File: config.mk
export PLATFORM = sky130hd
export DESIGN_NAME = cut_in_disengage_monitor_top_flat
export DESIGN_NICKNAME = d
export VERILOG_FILES = /design/src/hdl/cidm_pkg.sv /design/src/hdl/cidm_if.sv /design/src/hdl/cidm_window.sv /design/src/hdl/cut_in_disengage_monitor_top.sv /design/src/flat_wrapper.sv
export SDC_FILE = /design/constraint.sdc
export NUM_CORES = 1
export LEC_CHECK = 0
export BUFFER_PORTS_ARGS = -buffer_cell sky130_fd_sc_hd__buf_2
export CAP_MARGIN = 25
export CORE_AREA = 10 10 194 196
export DETAILED_ROUTE_END_ITERATION = 7
export DIE_AREA = 0 0 204 206
export HOLD_SLACK_MARGIN = 0.15
export PLACE_DENSITY = 0.77
export SLEW_MARGIN = 20
export SYNTH_ARGS = -nofsm -noshare
export SYNTH_HDL_FRONTEND = slang
export SYNTH_HIERARCHICAL = 1
export SYNTH_SLANG_ARGS = --single-unit
File: constraint.sdc
create_clock -name clock -period 7.1 [get_ports clock]
set_clock_uncertainty 0.2 [all_clocks]
set_input_delay 0.355 -clock clock [delete_from_list [all_inputs] [get_ports clock]]
set_output_delay 0.355 -clock clock [all_outputs]
set_load 0.01 [all_outputs]
File: src/hdl/cidm_pkg.sv
// Package for the cut-in disengage monitor: widths, codes, reset values
// and the control/status structs shared by the top level and the window.
// No dependencies.
`timescale 1ns / 1ps

package cidm_pkg;

   localparam int Q_W         = 24;
   localparam int HOLD_W      = 8;
   localparam int CSR_IDX_W   = 2;

   // window keeps the newest WINDOW_LIMIT+1 distance differences
   localparam int WINDOW_LIMIT = 10;
   localparam int WIN_DEPTH    = WINDOW_LIMIT + 1;
   localparam int WIN_IDX_W    = $clog2(WIN_DEPTH);
   localparam int WIN_FILL_W   = $clog2(WIN_DEPTH + 1);

   localparam logic OP_DISTANCE = 1'b0;
   localparam logic OP_COMMAND  = 1'b1;

   localparam logic [CSR_IDX_W-1:0] CSR_ACCEL_FLOOR  = 2'd0;
   localparam logic [CSR_IDX_W-1:0] CSR_CUT_IN_THR   = 2'd1;
   localparam logic [CSR_IDX_W-1:0] CSR_HOLD_COUNT   = 2'd2;

   localparam logic signed [Q_W-1:0] ACCEL_FLOOR_RST = -24'sd640;   // -2.5
   localparam logic signed [Q_W-1:0] CUT_IN_THR_RST  = -24'sd1280;  // -5.0
   localparam logic [HOLD_W-1:0]     HOLD_COUNT_RST  = 8'd61;

   typedef struct packed {
      logic                 push;
      logic                 rd_en;
      logic [WIN_IDX_W-1:0] rd_addr;
   } win_ctrl_type;

   typedef struct packed {
      logic [WIN_FILL_W-1:0] fill;
   } win_stat_type;

endpackage

File: src/hdl/cidm_if.sv
// Handshake channel interfaces: request, response and register write.
// Depends on cidm_pkg.
`timescale 1ns / 1ps

interface cidm_req_if import cidm_pkg::*; ();
   logic                 valid;
   logic                 ready;
   logic                 opcode;
   logic signed [Q_W-1:0] value;
   modport source (output valid, opcode, value, input ready);
   modport sink   (input valid, opcode, value, output ready);
endinterface

interface cidm_rsp_if import cidm_pkg::*; ();
   logic                 valid;
   logic                 ready;
   logic signed [Q_W-1:0] safe_accel;
   logic                 cancel_released;
   logic                 cancel_asserted;
   logic                 cancel_active;
   modport source (output valid, safe_accel, cancel_released, cancel_asserted,
                   cancel_active, input ready);
   modport sink   (input valid, safe_accel, cancel_released, cancel_asserted,
                   cancel_active, output ready);
endinterface

interface cidm_csr_if import cidm_pkg::*; ();
   logic                 valid;
   logic                 ready;
   logic [CSR_IDX_W-1:0] index;
   logic [Q_W-1:0]       data;
   modport source (output valid, index, data, input ready);
   modport sink   (input valid, index, data, output ready);
endinterface

File: src/hdl/cidm_window.sv
// Difference window: saturating distance delta, circular memory of the
// newest differences, registered read port for the threshold scan.
// Depends on cidm_pkg.
`timescale 1ns / 1ps

module cidm_window import cidm_pkg::*; (
   input  logic                  clock,
   input  logic                  reset,
   input  win_ctrl_type          ctrl,
   input  logic signed [Q_W-1:0] push_value,
   output logic signed [Q_W-1:0] rd_data,
   output win_stat_type          stat
);

   logic signed [Q_W-1:0] mem [WIN_DEPTH];
   logic signed [Q_W-1:0] rd_data_ff;

   logic [WIN_IDX_W-1:0]  wpos_ff, wpos_in;
   logic [WIN_FILL_W-1:0] fill_ff, fill_in;
   logic signed [Q_W-1:0] prev_ff, prev_in;

   logic signed [Q_W:0]   delta;
   logic signed [Q_W-1:0] diff;

   always_comb begin
      delta = {push_value[Q_W-1], push_value} - {prev_ff[Q_W-1], prev_ff};
      // saturate when the two top bits disagree
      if (delta[Q_W] != delta[Q_W-1]) begin
         diff = delta[Q_W] ? {1'b1, {(Q_W-1){1'b0}}} : {1'b0, {(Q_W-1){1'b1}}};
      end else begin
         diff = delta[Q_W-1:0];
      end
      if (fill_ff == '0) begin
         diff = '0;
      end

      wpos_in = wpos_ff;
      fill_in = fill_ff;
      prev_in = prev_ff;
      if (ctrl.push) begin
         prev_in = push_value;
         wpos_in = (wpos_ff == WIN_IDX_W'(WIN_DEPTH - 1)) ? '0 : wpos_ff + WIN_IDX_W'(1);
         if (fill_ff != WIN_FILL_W'(WIN_DEPTH)) begin
            fill_in = fill_ff + WIN_FILL_W'(1);
         end
      end
   end

   always_ff @(posedge clock) begin
      if (reset) begin
         wpos_ff <= '0;
         fill_ff <= '0;
         prev_ff <= '0;
      end else begin
         wpos_ff <= wpos_in;
         fill_ff <= fill_in;
         prev_ff <= prev_in;
      end
   end

   always_ff @(posedge clock) begin
      if (ctrl.push) begin
         mem[wpos_ff] <= diff;
      end
   end

   always_ff @(posedge clock) begin
      if (ctrl.rd_en) begin
         rd_data_ff <= mem[ctrl.rd_addr];
      end
   end

   assign rd_data   = rd_data_ff;
   assign stat.fill = fill_ff;

endmodule

File: src/hdl/cut_in_disengage_monitor_top.sv
// Cut-in disengage monitor top level: command sequencer, cancel latch,
// hold counter, register file and response register.
// Depends on cidm_pkg, cidm_if and cidm_window.
//
//   channel  modport  transaction
//   req_if   sink     opcode + value (distance sample or accel command)
//   rsp_if   source   safe_accel + release/assert/active flags
//   csr_if   sink     register index + write data, always ready
//
// A distance sample is a single window memory write; the sequencer stays idle.
// A command goes from idle to the finish state; below the floor with no hold
// running and a nonempty window it passes the scan and drain states first:
// the window memory's single read port is scanned one entry per cycle.
// Reset is synchronous; no clearing pass, the fill count guards the memory.
// A waiting response stalls only the final cycle of the next command.
`timescale 1ns / 1ps

module cut_in_disengage_monitor_top import cidm_pkg::*; (
   input  logic    clock,
   input  logic    reset,
   cidm_req_if.sink   req_if,
   cidm_rsp_if.source rsp_if,
   cidm_csr_if.sink   csr_if
);

   typedef enum logic [3:0] {
      ST_IDLE   = 4'b0001,
      ST_SCAN   = 4'b0010,
      ST_DRAIN  = 4'b0100,
      ST_FINISH = 4'b1000
   } state_type;

   state_type state_ff, state_in;

   logic signed [Q_W-1:0] floor_ff, thr_ff;
   logic [HOLD_W-1:0]     hold_count_ff;

   logic                  latched_ff, latched_in;
   logic [HOLD_W-1:0]     hold_ff, hold_in;

   logic signed [Q_W-1:0] safe_ff, safe_in;
   logic                  released_ff, released_in;
   logic                  need_ff, need_in;
   logic                  hit_ff, hit_in;
   logic                  rd_vld_ff, rd_vld_in;
   logic [WIN_IDX_W-1:0]  idx_ff, idx_in;

   logic                  rsp_valid_ff, rsp_valid_in;
   logic signed [Q_W-1:0] rsp_safe_ff, rsp_safe_in;
   logic                  rsp_rel_ff, rsp_rel_in;
   logic                  rsp_asr_ff, rsp_asr_in;
   logic                  rsp_act_ff, rsp_act_in;

   win_ctrl_type          win_ctrl;
   win_stat_type          win_stat;
   logic signed [Q_W-1:0] win_rd_data;

   logic                  req_take;
   logic                  out_free;
   logic                  asserted;
   logic [HOLD_W-1:0]     hold_step;
   logic                  latch_step;

   assign req_if.ready = (state_ff == ST_IDLE);
   assign req_take     = req_if.valid && req_if.ready;
   assign out_free     = !rsp_valid_ff || rsp_if.ready;
   assign asserted     = need_ff && hit_ff;

   // configuration registers
   assign csr_if.ready = 1'b1;

   always_ff @(posedge clock) begin
      if (reset) begin
         floor_ff      <= ACCEL_FLOOR_RST;
         thr_ff        <= CUT_IN_THR_RST;
         hold_count_ff <= HOLD_COUNT_RST;
      end else if (csr_if.valid) begin
         case (csr_if.index)
            CSR_ACCEL_FLOOR: floor_ff      <= csr_if.data;
            CSR_CUT_IN_THR:  thr_ff        <= csr_if.data;
            CSR_HOLD_COUNT:  hold_count_ff <= csr_if.data[HOLD_W-1:0];
            default: ;
         endcase
      end
   end

   cidm_window u_window (
      .clock      (clock),
      .reset      (reset),
      .ctrl       (win_ctrl),
      .push_value (req_if.value),
      .rd_data    (win_rd_data),
      .stat       (win_stat)
   );

   always_comb begin
      // release step of the latch, taken when the command is accepted
      hold_step  = hold_ff;
      latch_step = latched_ff;
      if (latched_ff) begin
         if (hold_ff >= hold_count_ff) begin
            hold_step  = '0;
            latch_step = 1'b0;
         end else begin
            hold_step = hold_ff + HOLD_W'(1);
         end
      end

      state_in     = state_ff;
      latched_in   = latched_ff;
      hold_in      = hold_ff;
      safe_in      = safe_ff;
      released_in  = released_ff;
      need_in      = need_ff;
      hit_in       = hit_ff;
      idx_in       = idx_ff;
      rd_vld_in    = 1'b0;
      rsp_valid_in = rsp_valid_ff && !rsp_if.ready;
      rsp_safe_in  = rsp_safe_ff;
      rsp_rel_in   = rsp_rel_ff;
      rsp_asr_in   = rsp_asr_ff;
      rsp_act_in   = rsp_act_ff;

      win_ctrl.push    = req_take && (req_if.opcode == OP_DISTANCE);
      win_ctrl.rd_en   = 1'b0;
      win_ctrl.rd_addr = idx_ff;

      // registered read data compared in the cycle after the read
      if (rd_vld_ff && (win_rd_data < thr_ff)) begin
         hit_in = 1'b1;
      end

      case (state_ff)
         ST_IDLE: begin
            if (req_take && (req_if.opcode == OP_COMMAND)) begin
               latched_in  = latch_step;
               hold_in     = hold_step;
               released_in = latched_ff && !latch_step;
               safe_in     = latched_ff ? '0 : req_if.value;
               need_in     = (req_if.value < floor_ff) && (hold_step == '0);
               hit_in      = 1'b0;
               idx_in      = '0;
               if ((req_if.value < floor_ff) && (hold_step == '0) &&
                   (win_stat.fill != '0)) begin
                  state_in = ST_SCAN;
               end else begin
                  state_in = ST_FINISH;
               end
            end
         end
         ST_SCAN: begin
            win_ctrl.rd_en = 1'b1;
            rd_vld_in      = 1'b1;
            idx_in         = idx_ff + WIN_IDX_W'(1);
            if (WIN_FILL_W'(idx_ff) + WIN_FILL_W'(1) == win_stat.fill) begin
               state_in = ST_DRAIN;
            end
         end
         ST_DRAIN: begin
            state_in = ST_FINISH;
         end
         ST_FINISH: begin
            if (out_free) begin
               rsp_valid_in = 1'b1;
               rsp_safe_in  = asserted ? '0 : safe_ff;
               rsp_rel_in   = released_ff;
               rsp_asr_in   = asserted;
               rsp_act_in   = latched_ff || asserted;
               if (asserted) begin
                  latched_in = 1'b1;
                  hold_in    = HOLD_W'(1);
               end
               state_in = ST_IDLE;
            end
         end
         default: begin
            state_in = ST_IDLE;
         end
      endcase
   end

   always_ff @(posedge clock) begin
      if (reset) begin
         state_ff     <= ST_IDLE;
         latched_ff   <= 1'b0;
         hold_ff      <= '0;
         rd_vld_ff    <= 1'b0;
         rsp_valid_ff <= 1'b0;
      end else begin
         state_ff     <= state_in;
         latched_ff   <= latched_in;
         hold_ff      <= hold_in;
         rd_vld_ff    <= rd_vld_in;
         rsp_valid_ff <= rsp_valid_in;
      end
   end

   always_ff @(posedge clock) begin
      safe_ff     <= safe_in;
      released_ff <= released_in;
      need_ff     <= need_in;
      hit_ff      <= hit_in;
      idx_ff      <= idx_in;
      rsp_safe_ff <= rsp_safe_in;
      rsp_rel_ff  <= rsp_rel_in;
      rsp_asr_ff  <= rsp_asr_in;
      rsp_act_ff  <= rsp_act_in;
   end

   assign rsp_if.valid           = rsp_valid_ff;
   assign rsp_if.safe_accel      = rsp_safe_ff;
   assign rsp_if.cancel_released = rsp_rel_ff;
   assign rsp_if.cancel_asserted = rsp_asr_ff;
   assign rsp_if.cancel_active   = rsp_act_ff;

   // an unlatched cancel never leaves a hold count behind
   a_hold_clear: assert property (@(posedge clock) disable iff (reset)
      !latched_ff |-> (hold_ff == '0))
      else $error("hold counter nonzero while cancel not latched");

   // any cancel activity in a transaction zeroes the passed-on command
   a_safe_zero: assert property (@(posedge clock) disable iff (reset)
      (rsp_if.valid && (rsp_if.cancel_active || rsp_if.cancel_asserted ||
                        rsp_if.cancel_released)) |-> (rsp_if.safe_accel == '0))
      else $error("command passed on during cancel");

   // the scan only reads entries already written
   a_scan_range: assert property (@(posedge clock) disable iff (reset)
      (state_ff == ST_SCAN) |-> (WIN_FILL_W'(idx_ff) < win_stat.fill))
      else $error("window scan beyond fill count");

   a_fill_max: assert property (@(posedge clock) disable iff (reset)
      win_stat.fill <= WIN_FILL_W'(WIN_DEPTH))
      else $error("window fill count over depth");

endmodule
File: src/flat_wrapper.sv
// flat-port wrapper written by rule: the top's interface ports become plain ports
module cut_in_disengage_monitor_top_flat import cidm_pkg::*;
  (clock, reset, req_if_valid, req_if_opcode, req_if_value, req_if_ready, rsp_if_valid, rsp_if_safe_accel, rsp_if_cancel_released, rsp_if_cancel_asserted, rsp_if_cancel_active, rsp_if_ready, csr_if_valid, csr_if_index, csr_if_data, csr_if_ready);
  cidm_req_if req_if_i ();
  cidm_rsp_if rsp_if_i ();
  cidm_csr_if csr_if_i ();
  input  logic clock;
  input  logic reset;
  input wire logic [$bits(req_if_i.valid)-1:0] req_if_valid;
  input wire logic [$bits(req_if_i.opcode)-1:0] req_if_opcode;
  input wire logic [$bits(req_if_i.value)-1:0] req_if_value;
  output wire logic [$bits(req_if_i.ready)-1:0] req_if_ready;
  output wire logic [$bits(rsp_if_i.valid)-1:0] rsp_if_valid;
  output wire logic [$bits(rsp_if_i.safe_accel)-1:0] rsp_if_safe_accel;
  output wire logic [$bits(rsp_if_i.cancel_released)-1:0] rsp_if_cancel_released;
  output wire logic [$bits(rsp_if_i.cancel_asserted)-1:0] rsp_if_cancel_asserted;
  output wire logic [$bits(rsp_if_i.cancel_active)-1:0] rsp_if_cancel_active;
  input wire logic [$bits(rsp_if_i.ready)-1:0] rsp_if_ready;
  input wire logic [$bits(csr_if_i.valid)-1:0] csr_if_valid;
  input wire logic [$bits(csr_if_i.index)-1:0] csr_if_index;
  input wire logic [$bits(csr_if_i.data)-1:0] csr_if_data;
  output wire logic [$bits(csr_if_i.ready)-1:0] csr_if_ready;
  assign req_if_i.valid = req_if_valid;
  assign req_if_i.opcode = req_if_opcode;
  assign req_if_i.value = req_if_value;
  assign req_if_ready = req_if_i.ready;
  assign rsp_if_valid = rsp_if_i.valid;
  assign rsp_if_safe_accel = rsp_if_i.safe_accel;
  assign rsp_if_cancel_released = rsp_if_i.cancel_released;
  assign rsp_if_cancel_asserted = rsp_if_i.cancel_asserted;
  assign rsp_if_cancel_active = rsp_if_i.cancel_active;
  assign rsp_if_i.ready = rsp_if_ready;
  assign csr_if_i.valid = csr_if_valid;
  assign csr_if_i.index = csr_if_index;
  assign csr_if_i.data = csr_if_data;
  assign csr_if_ready = csr_if_i.ready;
  cut_in_disengage_monitor_top u_core (.clock(clock), .reset(reset), .req_if(req_if_i), .rsp_if(rsp_if_i), .csr_if(csr_if_i));
endmodule
==> impl_results.md <==
* Non-filler instance count after layout at 2,052
* Fraction of registers with async set/reset at 0%
* DP HPWL at ~27,000 um
* Most common cell after layout, fill and taps aside: edfxtp_1
* Port Buf Inserts at 84
* CTS sink count at 449
* Global-route wire length before repair at 67,700 um
* Final Hold Viols at 0
* Unrepaired setup endpoints after global routing: no
* Initial drt markers at 1,440
* Via count at 12,100
* Clock Pin Slew Worst Setup and Hold Paths at 60 ps
* Worst slew pin tran at 1020 ps
* Pwr dens at 251 nW/um^2
* WS Path Type: input pin to flop
* CP Capture Type: flop
* Core Region at 33,900 um^2
* Peak supply drop at 0.180 mV
* Setup bufs post-CTS at 0
* Mapped cell area at 19,900 um^2
* Count of state elements after synthesis at 449
* Max-slew violations at 0
* TritonCTS Buffers at 44
* Tmin final at 4210 ps
* Starting Density at 58.7%
* DR pass1 iterations at 6
* Die area at 42,000 um^2
* Clock Latency Late Sink at approximately 560 ps
* Yosys cell types at 76
* EDFF count, synth at 345
* Vias in the first global route at 12,000
* Slew margin rel. at 31.2%
* Ys Warns at 6
* Outcome: finished clean
* Fmax at between 200 and 250 MHz
* Top_reg_cell synth: edfxtp_1
* Layout cells sized above 1 at 19.8%
* Via/cell ratio at 5.91
* # DRC at 0
* Max H-tree Level at 2
* DIE WIDTH at between 200 and 250 um
* Area growth, synth to finish at 14.3%
* Die height at 206 um
* Crit path required time at between 7000 and 8000 ps
* Post-Syn Nets at 1,554
* Syn_area_per_cell at 14.1 um^2
* Max Root-Sink Buffers at 3
* GR Util All Layers at between 20% and 30%
* Wire per inst at 21.3 um
* Hold Crit Class: flop to flop
* Final setup fails at 0
* Nets at 1,700
* Commonest non-fill, non-tap cells in the layout: edfxtp_1 (345), dfxtp_1 (104), inv_1 (95)
* CTS resizes at 0
* # rows at 68
* Final Cycle Share at 59.3%
* Fin Setup TNS at 0 ps
* Sequential fraction of the synthesis area at 62.5%
* WL final at 43,700 um
* Initial antenna violation count at 0
* Final Wtd Congestion at between 0.8 and 0.9
* Max-cap viol count at 0
* Gate count after technology mapping at 1,415
* Crit start category: input pin
* CTS Root Cell: clkbuf_16
* Ports placed on the boundary at 86
* Worst Path Max Fanout at 11
* WP data arrival at roughly 4200 ps
* Leakage at 0.00828 uW
* CTS tree: yes
* Placed Cells at 1,914
* ANT cells at 0
* DRT antenna net count at 0
* Largest net degree at the start of global routing at between 70 and 80
* Grt ovf at 0
-- synthesized netlist by cell type, drive strengths merged, types with 8 or more instances --
master,count,area share [%]
clkbuf,43,0.81
nor3,15,0.38
buf,19,0.62
nand3,12,0.30
mux4,72,8.1
xnor2,17,0.75
nor2b,31,0.99
ha,82,5.2
a21o,13,0.49
and2,27,0.87
nor2,95,1.8
nand2,84,1.6
mux2,24,1.4
mux2i,28,1.4
nand2b,16,0.50
a211o,37,1.6
o211ai,8,0.40
xor2,15,0.66
dfxtp,104,10
o21ai,53,1.7
inv,95,1.8
edfxtp,345,52
a21oi,80,2.1
nand4,13,0.41
-- routing by layer --
layer	up-vias	global-route usage [%]	routed length (um)
li1	5596	-	-
met1	6002	26.8	17800
met2	468	35.1	21700
met3	65	4.06	3410
met4	0	5.21	836
met5	-	0	0
-- registers in the layout, summed over array words and instances (netlist names), 8 cells and up --
signal                    flops
u_core/u_window/mem         264
u_core/floor_ff              24
u_core/rsp_if.safe_accel     24
u_core/safe_ff               24
u_core/thr_ff                24
u_core/u_window/prev_ff      24
u_core/u_window/rd_data      24
u_core/hold_count_ff          8
u_core/hold_ff                8
-- cells by family (layout without fill, tap and decap cells) --
family | count (synthesis) | in the layout | share of synthesized area, %
adders and majority gates | 83 | 83 | 5.25
and+or+nand+nor | 335 | 335 | 8.43
xor gates and xnor gates | 32 | 32 | 1.41
other | 1 | 1 | 0.0188
DFF | 449 | 449 | 62.5
buffers and inverters | 157 | 339 | 3.22
muxes | 124 | 124 | 10.9
AOI/OAI and AO/OA | 234 | 234 | 8.28
-- worst max-delay path: stages --
cell and delay (ps):
dlygate4sd3_1 550, buf_2 150, inv_1 50, ha_1 150, inv_1 50, fa_1 410, a211oi_1 240, o21a_1 280
a21oi_4 110, a31oi_4 270, nor2_2 70, or3_4 380, o211ai_4 400, buf_4 300, o21ai_0 380
-- layout make-up --
| cell class | count | area (um^2) |
|---|---|---|
| tap | 455 | 569 |
| clock buffer | 50 | 1150 |
| sequential | 449 | 12400 |
| timing repair buffer | 162 | 1150 |
| inverter | 95 | 357 |
| clock inverter | 32 | 188 |
| fill | 2223 | 11200 |
| multi-input combinational | 809 | 6890 |
-- power by group --
| part | switching [uW] | internal (uW) | total (uW) |
|---|---|---|---|
| registers | 22.0 | 2940 | 2960 |
| logic | 364 | 223 | 586 |
| clock network | 983 | 1180 | 2160 |
-- metrics by stage --
| step | hold slack (ps) | area [um^2] | total power (uW) | worst slack [ps] | utilization (%) |
|---|---|---|---|---|---|
| 2_1_floorplan | 200 | 19900 | 3390 | 2320 | - |
| 3_3_place_gp | 206 | 20800 | 3540 | 3030 | 61.4 |
| 3_5_place_dp | 220 | 20900 | 3560 | 2960 | 61.4 |
| 4_1_cts | 236 | 22700 | 5720 | 2910 | 67.0 |
| 5_1_grt | 262 | 22800 | 5900 | 2710 | 67.0 |
| 6_report | 257 | 22800 | 5700 | 2890 | 67.0 |
-- path summary, 6_finish.rpt --
path | startpoint | endpoint | slack (ps) | cells past startpoint
worst max-delay path | req_if_value[0] | u_core/u_window/mem[4][2]$_DFFE_PP_ | 2890 | 15
worst max register to register | u_core/u_window/prev_ff[0]$_SDFFE_PP0P_ | u_core/u_window/mem[4][2]$_DFFE_PP_ | 3110 | 12
worst min-delay path | u_core/floor_ff[9]$_SDFFE_PP0P_ | u_core/floor_ff[9]$_SDFFE_PP0P_ | 260 | 2
worst min register to register | u_core/floor_ff[9]$_SDFFE_PP0P_ | u_core/floor_ff[9]$_SDFFE_PP0P_ | 260 | 2
-- what timing repair did --
action,in CTS,in global routing
endpoints found under the hold margin,109,0
hold buffers,55,0
setup endpoints to repair,0,0
Note: power is estimated with default switching activity, not from simulation.
